--- src/hdl/multi_channel_soft_timer_assert.svh ---
// Assertion macros for the soft timer bank
`ifndef MULTI_CHANNEL_SOFT_TIMER_ASSERT_SVH
`define MULTI_CHANNEL_SOFT_TIMER_ASSERT_SVH
`ifndef SYNTHESIS
// check a property on every clock edge outside reset
`define MCST_ASSERT(lbl, prop, msg) \
  lbl: assert property (@(posedge clk) disable iff (rst) prop) else $error(msg);
// check a property on every clock edge, reset included
`define MCST_ASSERT_ALWAYS(lbl, prop, msg) \
  lbl: assert property (@(posedge clk) prop) else $error(msg);
`else
`define MCST_ASSERT(lbl, prop, msg)
`define MCST_ASSERT_ALWAYS(lbl, prop, msg)
`endif
`endif

--- src/hdl/mcst_pkg.sv ---
`timescale 1ns / 1ps
`default_nettype none
package mcst_pkg;

  localparam int ID_W = 5;
  localparam int DATA_W = 32;
  localparam int REQ_W = 3;
  localparam int DEF_NUM_TIMERS = 16;
  localparam int MAX_IDS = 31;

  // request codes on the input channel
  localparam logic [REQ_W-1:0] REQ_TICK = 3'd0;
  localparam logic [REQ_W-1:0] REQ_ALLOC = 3'd1;
  localparam logic [REQ_W-1:0] REQ_START = 3'd2;
  localparam logic [REQ_W-1:0] REQ_STOP = 3'd3;
  localparam logic [REQ_W-1:0] REQ_READ_DONE = 3'd4;
  localparam logic [REQ_W-1:0] REQ_READ_RUN = 3'd5;

  // operation carried along the cell row
  typedef enum logic [2:0] {
    OP_NONE      = 3'd0,
    OP_TICK      = 3'd1,
    OP_START     = 3'd2,
    OP_STOP      = 3'd3,
    OP_READ_DONE = 3'd4,
    OP_READ_RUN  = 3'd5
  } op_t;

  // token walking the row, one cell per cycle
  typedef struct packed {
    logic              act;
    op_t               op;
    logic [ID_W-1:0]   id;
    logic [DATA_W-1:0] period;
    logic              reload;
    logic              ok;
    logic              flag;
  } tok_t;

endpackage
`default_nettype wire

--- src/hdl/mcst_cell.sv ---
`timescale 1ns / 1ps
`default_nettype none
module mcst_cell import mcst_pkg::*; #(
  parameter int CELL_ID = 1
) (
  input  wire logic clk,
  input  wire logic rst,
  input  wire tok_t up_tok,
  output tok_t      dn_tok
);

  localparam logic [ID_W-1:0] MY_ID = ID_W'(CELL_ID);

  logic              running;
  logic              done;
  logic              periodic;
  logic              armed;
  logic [DATA_W-1:0] elapsed;
  logic [DATA_W-1:0] target;

  logic              running_next;
  logic              done_next;
  logic              periodic_next;
  logic              armed_next;
  logic [DATA_W-1:0] elapsed_next;
  logic [DATA_W-1:0] target_next;
  logic [DATA_W-1:0] elapsed_inc;
  logic              flag_hit;
  logic              match;

  assign match = (up_tok.id == MY_ID);
  assign elapsed_inc = running ? elapsed + DATA_W'(1) : elapsed;

  // apply the passing operation to this channel
  always_comb begin
    running_next  = running;
    done_next     = done;
    periodic_next = periodic;
    armed_next    = armed;
    elapsed_next  = elapsed;
    target_next   = target;
    flag_hit      = 1'b0;
    if (up_tok.act) begin
      case (up_tok.op)
        OP_TICK: begin
          elapsed_next = elapsed_inc;
          if (armed && (elapsed_inc >= target)) begin
            done_next    = 1'b1;
            elapsed_next = '0;
            if (!periodic) begin
              running_next = 1'b0;
            end
          end
        end
        OP_START: begin
          if (match) begin
            running_next  = 1'b1;
            elapsed_next  = '0;
            done_next     = 1'b0;
            target_next   = up_tok.period;
            periodic_next = up_tok.reload;
            armed_next    = 1'b1;
          end
        end
        OP_STOP: begin
          if (match) begin
            running_next = 1'b0;
          end
        end
        OP_READ_DONE: begin
          if (match) begin
            flag_hit  = done;
            done_next = 1'b0;
          end
        end
        OP_READ_RUN: begin
          if (match) begin
            flag_hit = running;
          end
        end
        default: begin
        end
      endcase
    end
  end

  // hold channel control bits
  always_ff @(posedge clk) begin
    if (rst) begin
      running  <= 1'b0;
      done     <= 1'b0;
      periodic <= 1'b0;
      armed    <= 1'b0;
    end else begin
      running  <= running_next;
      done     <= done_next;
      periodic <= periodic_next;
      armed    <= armed_next;
    end
  end

  // hold count and period
  always_ff @(posedge clk) begin
    elapsed <= elapsed_next;
    target  <= target_next;
  end

  // advance the token to the next cell
  always_ff @(posedge clk) begin
    if (rst) begin
      dn_tok.act <= 1'b0;
    end else begin
      dn_tok      <= up_tok;
      dn_tok.flag <= up_tok.flag | flag_hit;
    end
  end

endmodule
`default_nettype wire

--- src/hdl/multi_channel_soft_timer.sv ---
`timescale 1ns / 1ps
`default_nettype none
// Bank of software-style timer channels, ids 1..min(NUM_TIMERS, 31).
// Input channel (in_valid/in_ready) carries one request: tick, allocate,
// start, stop, read-and-clear complete or read started. Output channel
// (out_valid/out_ready) returns exactly one result per request: ok,
// assigned_id and flag.
// Each channel lives in one cell of a row. A request is decoded on
// transfer, then walks the row one cell per cycle; every cell applies it
// to its own channel and passes it on. After the last cell the result is
// loaded into the output register. One request is handled at a time, so
// a new request is taken only once the last result has left the row.
// A finished result waits in the output register while the next request
// is taken; if the receiver stalls longer, the following result parks in a
// holding register and in_ready stays low until the output frees up.
// Reset (rst, synchronous) frees all channels and clears every channel's complete flag.
`include "multi_channel_soft_timer_assert.svh"
module multi_channel_soft_timer import mcst_pkg::*; #(
  parameter int NUM_TIMERS = DEF_NUM_TIMERS
) (
  input  wire logic              clk,
  input  wire logic              rst,
  input  wire logic              in_valid,
  output logic                   in_ready,
  input  wire logic [REQ_W-1:0]  req_type,
  input  wire logic [ID_W-1:0]   timer_id,
  input  wire logic [DATA_W-1:0] period,
  input  wire logic              reload,
  output logic                   out_valid,
  input  wire logic              out_ready,
  output logic                   ok,
  output logic [ID_W-1:0]        assigned_id,
  output logic                   flag
);

  localparam int NUM_CELLS = (NUM_TIMERS < MAX_IDS) ? NUM_TIMERS : MAX_IDS;
  localparam logic [ID_W-1:0] ID_CAP = ID_W'(NUM_CELLS);

  typedef enum logic [2:0] {
    S_IDLE = 3'b001,
    S_WALK = 3'b010,
    S_HOLD = 3'b100
  } state_t;

  state_t            state;
  state_t            state_next;
  logic [ID_W-1:0]   used_count;
  logic [ID_W-1:0]   used_count_next;
  tok_t              dec_tok;
  tok_t              tok_chain [NUM_CELLS+1];
  logic [NUM_CELLS:0] act_vec;
  tok_t              tail_tok;
  logic              hold_ok;
  logic [ID_W-1:0]   hold_id;
  logic              hold_flag;
  logic              accept;
  logic              out_free;
  logic              load_tail;
  logic              load_hold;
  logic              bank_full;
  logic [ID_W-1:0]   new_id;
  logic [ID_W-1:0]   start_id;

  assign accept    = in_valid && in_ready;
  assign in_ready  = (state == S_IDLE);
  assign out_free  = !out_valid || out_ready;
  assign tail_tok  = tok_chain[NUM_CELLS];
  assign bank_full = (used_count >= ID_CAP);
  assign new_id    = used_count + ID_W'(1);
  assign start_id  = (timer_id == '0) ? (bank_full ? '0 : new_id) : timer_id;

  // decode the request into a token for the row
  always_comb begin
    used_count_next = used_count;
    dec_tok         = '0;
    dec_tok.act     = 1'b1;
    dec_tok.op      = OP_NONE;
    dec_tok.period  = period;
    dec_tok.reload  = reload;
    case (req_type)
      REQ_TICK: begin
        dec_tok.op = OP_TICK;
        dec_tok.ok = 1'b1;
      end
      REQ_ALLOC: begin
        if (!bank_full) begin
          used_count_next = new_id;
          dec_tok.ok      = 1'b1;
          dec_tok.id      = new_id;
        end
      end
      REQ_START: begin
        if (timer_id == '0) begin
          if (!bank_full) begin
            used_count_next = new_id;
            dec_tok.op      = OP_START;
            dec_tok.ok      = 1'b1;
            dec_tok.id      = start_id;
          end
        end else if (timer_id <= used_count) begin
          dec_tok.op = OP_START;
          dec_tok.ok = 1'b1;
          dec_tok.id = start_id;
        end
      end
      REQ_STOP, REQ_READ_DONE, REQ_READ_RUN: begin
        if ((timer_id != '0) && (timer_id <= used_count)) begin
          dec_tok.ok = 1'b1;
          dec_tok.id = timer_id;
          case (req_type)
            REQ_STOP:      dec_tok.op = OP_STOP;
            REQ_READ_DONE: dec_tok.op = OP_READ_DONE;
            default:       dec_tok.op = OP_READ_RUN;
          endcase
        end
      end
      default: begin
      end
    endcase
  end

  // hold the allocation count
  always_ff @(posedge clk) begin
    if (rst) begin
      used_count <= '0;
    end else if (accept) begin
      used_count <= used_count_next;
    end
  end

  // launch the token into the row
  always_ff @(posedge clk) begin
    if (rst) begin
      tok_chain[0].act <= 1'b0;
    end else if (accept) begin
      tok_chain[0] <= dec_tok;
    end else begin
      tok_chain[0].act <= 1'b0;
    end
  end

  // row of channel cells
  for (genvar i = 0; i < NUM_CELLS; i++) begin : g_cell
    mcst_cell #(
      .CELL_ID(i + 1)
    ) u_cell (
      .clk   (clk),
      .rst   (rst),
      .up_tok(tok_chain[i]),
      .dn_tok(tok_chain[i+1])
    );
  end

  for (genvar j = 0; j <= NUM_CELLS; j++) begin : g_act
    assign act_vec[j] = tok_chain[j].act;
  end

  // sequence one request at a time
  always_comb begin
    state_next = state;
    load_tail  = 1'b0;
    load_hold  = 1'b0;
    case (state)
      S_IDLE: begin
        if (accept) begin
          state_next = S_WALK;
        end
      end
      S_WALK: begin
        if (tail_tok.act) begin
          if (out_free) begin
            load_tail  = 1'b1;
            state_next = S_IDLE;
          end else begin
            state_next = S_HOLD;
          end
        end
      end
      S_HOLD: begin
        if (out_free) begin
          load_hold  = 1'b1;
          state_next = S_IDLE;
        end
      end
      default: begin
        state_next = S_IDLE;
      end
    endcase
  end

  always_ff @(posedge clk) begin
    if (rst) begin
      state <= S_IDLE;
    end else begin
      state <= state_next;
    end
  end

  // park a result the receiver is not ready for
  always_ff @(posedge clk) begin
    if ((state == S_WALK) && tail_tok.act && !out_free) begin
      hold_ok   <= tail_tok.ok;
      hold_id   <= tail_tok.id;
      hold_flag <= tail_tok.flag;
    end
  end

  // drive the output register
  always_ff @(posedge clk) begin
    if (rst) begin
      out_valid <= 1'b0;
    end else if (load_tail || load_hold) begin
      out_valid <= 1'b1;
    end else if (out_ready) begin
      out_valid <= 1'b0;
    end
  end

  always_ff @(posedge clk) begin
    if (load_tail) begin
      ok          <= tail_tok.ok;
      assigned_id <= tail_tok.id;
      flag        <= tail_tok.flag;
    end else if (load_hold) begin
      ok          <= hold_ok;
      assigned_id <= hold_id;
      flag        <= hold_flag;
    end
  end

  `MCST_ASSERT(a_one_token, $onehot0(act_vec), "more than one request in the cell row")
  `MCST_ASSERT(a_idle_empty, (state == S_IDLE) |-> (act_vec == '0), "token in row while idle")
  `MCST_ASSERT(a_used_cap, used_count <= ID_CAP, "allocation count above capacity")
  `MCST_ASSERT(a_fail_clean, (out_valid && !ok) |-> ((assigned_id == '0) && !flag), "bad failure")

endmodule
`default_nettype wire
--- config.mk ---
export PLATFORM = sky130hd
export DESIGN_NAME = multi_channel_soft_timer
export DESIGN_NICKNAME = d
export VERILOG_FILES = /design/src/hdl/mcst_pkg.sv /design/src/hdl/mcst_cell.sv /design/src/hdl/multi_channel_soft_timer.sv
export VERILOG_INCLUDE_DIRS = /design/src /design/src/hdl
export SDC_FILE = /design/constraint.sdc
export NUM_CORES = 2
export LEC_CHECK = 0
export BUFFER_PORTS_ARGS = -buffer_cell sky130_fd_sc_hd__buf_2
export CAP_MARGIN = 20
export CORE_MARGIN = 2
export CORE_UTILIZATION = 54
export DETAILED_ROUTE_END_ITERATION = 6
export PLACE_DENSITY = 0.7
export SLEW_MARGIN = 25
export SYNTH_ARGS = -nofsm -noshare
export SYNTH_HDL_FRONTEND = slang
export SYNTH_SLANG_ARGS = --single-unit
--- constraint.sdc ---
create_clock -name clk -period 62.6 [get_ports clk]
set_clock_uncertainty 0.1 [all_clocks]
set_input_delay 6.26 -clock clk [delete_from_list [all_inputs] [get_ports clk]]
set_output_delay 6.26 -clock clk [all_outputs]
set_load 0.005 [all_outputs]
==> results by group <==
Status
  – Run status: finished, final reports clean

Place
  – Post-DP Area: around 0.085 mm²
  – Post-DP HPWL: 112000 µm
  – Placed cell count: between 8000 and 9000
  – Final GP Congestion: between 0.8 and 0.9
  – Number of port buffers: between 50 and 60
  – DP Worst Slack: 52.38 ns

Power
  – P per Cell Area: 27.7 mW/mm²
  – Peak supply drop: 0.0000268 V
  – Lkg Pwr: roughly 35 nW
  – Power, Total: approximately 2.5 mW

Clock network
  – CTS HTree Levels: 4
  – Post_cts resized: 0
  – Worst skew pair latency: roughly 0.81 ns
  – Setup Fix Bufs, Post-CTS: 0
  – Cts hold-fix bufs: 0
  – CTS tree: yes
  – Reg clk slew, reported paths: 0.06 ns
  – Maximum clock path buffer count: 3
  – Clock Sinks: roughly 1800
  – Root Buffer Master: clkbuf_16
  – TritonCTS buffer count: 184

Setup path
  – CP Class: in2reg
  – Critical Path Source Type: primary input
  – R2r setup slk: around 57 ns
  – CP Capture Type: register
  – Worst reg2reg endpoint: g_cell[2].u_cell.elapsed[9]$_SDFFCE_PP0P_
  – Worst R2R Start: g_cell[2].u_cell.elapsed[0]$_SDFFCE_PP0P_
  – Critical-path maximum fanout: approximately 170
  – Reg2reg path depth: 15
  – Critical Path AT: roughly 9.7 ns
  – CP required: 62.90 ns

Floorplanning
  – Die footprint: approximately 0.16 mm²
  – Core area: ~0.15 mm²
  – Die Ht: slightly below 400 µm
  – I/O pin cnt: 54
  – Num rows: ~140
  – Initial Util: between 50% and 60%
  – Die width: a little under 400 µm

Synth
  – Largest cells by area after synthesis: edfxtp_1 (63%), ha_1 (8.1%), xnor2_1 (3.8%), nor2b_1 (3.4%), inv_1 (2.7%)
  – Area leader, netlist: edfxtp_1
  – Synth warn: 0
  – Syn Area/Cell: roughly 13 µm²
  – Post-synthesis sequential element count: approximately 1800
  – Count of different cell masters after synthesis: 75
  – Syn Nets: approximately 6700
  – Mapped Area: between 0.08 and 0.09 mm²
  – EDFF count, synth: approximately 1700
  – Sequential element share of the synthesized area: around two thirds
  – Synth Instances: approximately 6000
  – Async S/R FF share, synth: 0%
  – Yosys top cell area share: 63.1%
  – Most used flip-flop cell after synthesis: edfxtp_1

Global route
  – Pin count of the biggest net entering global routing: ~170
  – Vias in the first global route: 46600
  – Total GRT Usage: 20.4%
  – Grt total ovfl: 0
  – First-pass GRT wire length: approximately 250000 µm
  – Initial antenna violation count: 1

Routing
  – Total Wirelength: between 150000 and 200000 µm
  – DRC: 0
  – Via/cell ratio: around 5.5
  – TritonRoute pass-1 iters: 6
  – Post-route ant nets: 0
  – Vias: 46700
  – Wire length per cell: 18.6 µm
  – Initial drt markers: 3229

STA
  – Unrepaired setup endpoints after global routing: no
  – Worst-margin pin slew: approximately 0.98 ns
  – F_max: 107 MHz
  – Final setup viols: 0
  – Final-report hold violation count: 0
  – Tmin final: 9.36 ns
  – Relative slew margins: between 30% and 40%
  – Final period util: 14.9%
  – Total Neg Setup Slack: 0 ns
  – Setup slack after layout: ~53 ns
  – Count of pins over their slew limit: 0

Hold path
  – Worst hold path depth: 0
  – Worst hold endpoint: g_cell[15].u_cell.target[4]$_DFFE_PP_
  – HP Start: g_cell[14].u_cell.dn_tok[7]$_DFFE_PN_
  – Worst min path class: reg2reg

Finish
  – Nets: about 7000
  – Final cell count without fillers: roughly 8500
  – Share of cells above drive strength 1: between 7 and 8%
  – # diodes: 0
  – Area Growth Syn to Fin: 11.2%
  – FF/Latch Area: between 0.05 and 0.06 mm²
  – Multi-input gate area in the final layout: 0.0261 mm²
  – Design area: 0.0917 mm²
  – Filler cells: approximately 12000

Job
  – Max-Cap Viols: 0
-- logic make-up after synthesis --
family	Yosys count	share of synthesized area [%]
AO/OA/AOI/OAI	562	4.44
XOR/XNOR	514	5.46
adder cells (fa/ha/maj)	535	8.12
buffers and inverters	682	3.12
flip-flops	1822	65.3
multiplexers	54	0.694
AND/OR/NAND/NOR	1950	12.9
-- cells in the mapped netlist, drive strengths merged (16+ instances only) --
library cell / instances
clkbuf: 76
edfxtp: 1732
mux2i: 29
nor3: 77
o21ai: 98
a211oi: 33
dfxtp: 90
nand2: 329
a21o: 107
and4: 43
o21a: 24
and2: 23
or2: 21
xnor2: 355
xor2: 159
nand3: 193
ha: 535
nand4: 159
mux2: 25
nand2b: 46
nor2: 289
inv: 590
or3: 19
nor4: 34
a21oi: 173
buf: 16
and3: 213
nor2b: 445
nor3b: 17
-- critical path: stages --
cell	delay [ns]
buf_4	0.24
inv_8	0.52
buf_12	0.72
buf_4	0.89
buf_4	0.85
-- where the power goes --
group | internal, mW | switching, mW | leakage, nW
sequential | 1.36 | 0.0224 | 16.8
combinational | 0.00944 | 0.0225 | 14.9
clock | 0.657 | 0.465 | 3.01
-- metal layers --
layer,track usage [%],share of wire [%],wire length (µm),vias up
li1,-,-,-,22600
met4,5.90,2.4,3860,0
met2,34.1,49,78000,892
met3,2.81,4.1,6420,263
met1,27.8,44,69800,23000
met5,0,0,0,-
-- through the flow --
stage | hold slack [ns] | util [%]
finish | 0.313 | 60.4
global route | 0.323 | 60.4
CTS | 0.314 | 60.4
detailed placement | 0.305 | 56.3
global placement | 0.303 | 56.3
floorplan | 0.300 | -
-- how the worst max path moves through the flow --
stage | startpoint | endpoint | depth (start not counted)
after CTS | rst | g_cell[6].u_cell.dn_tok[31]$_DFFE_PN_ | 5
final | rst | g_cell[6].u_cell.dn_tok[33]$_DFFE_PN_ | 5
after global routing | rst | g_cell[9].u_cell.running$_SDFFE_PP0P_ | 7
after detailed placement | rst | g_cell[6].u_cell.dn_tok[32]$_DFFE_PN_ | 5
after global placement | rst | g_cell[6].u_cell.dn_tok[28]$_DFFE_PN_ | 5
after floorplan | rst | g_cell[13].u_cell.done$_SDFFE_PP0P_ | 4
-- cell usage in the layout, fill, tap and decap left out, drive strengths merged, types with 193 or more instances in the layout --
cell	Yosys	routed
nor2b	445	445
edfxtp	1732	1732
nand3	193	193
nor2	289	289
inv	590	594
clkbuf	76	229
and3	213	213
xnor2	355	355
ha	535	535
nand2	329	329
-- registers in the layout, summed over array words and instances (netlist names), 5 cells and up --
name,flops
assigned_id,5
g_cell.u_cell.armed,16
g_cell.u_cell.dn_tok,668
g_cell.u_cell.done,16
g_cell.u_cell.elapsed,512
g_cell.u_cell.periodic,16
g_cell.u_cell.running,16
g_cell.u_cell.target,512
hold_id,5
tok_chain,42
used_count,5
-- cell type report --
type                            instances  area share [%]
Tap cell                             2030            2.77
Timing Repair Buffer                  106           0.762
Inverter                              590            2.42
Clock buffer                          229            5.38
Multi-Input combinational cell       3615            28.5
Sequential cell                      1822            58.7
Clock inverter                        113            1.43
Note: power is estimated with default switching activity, not from simulation.
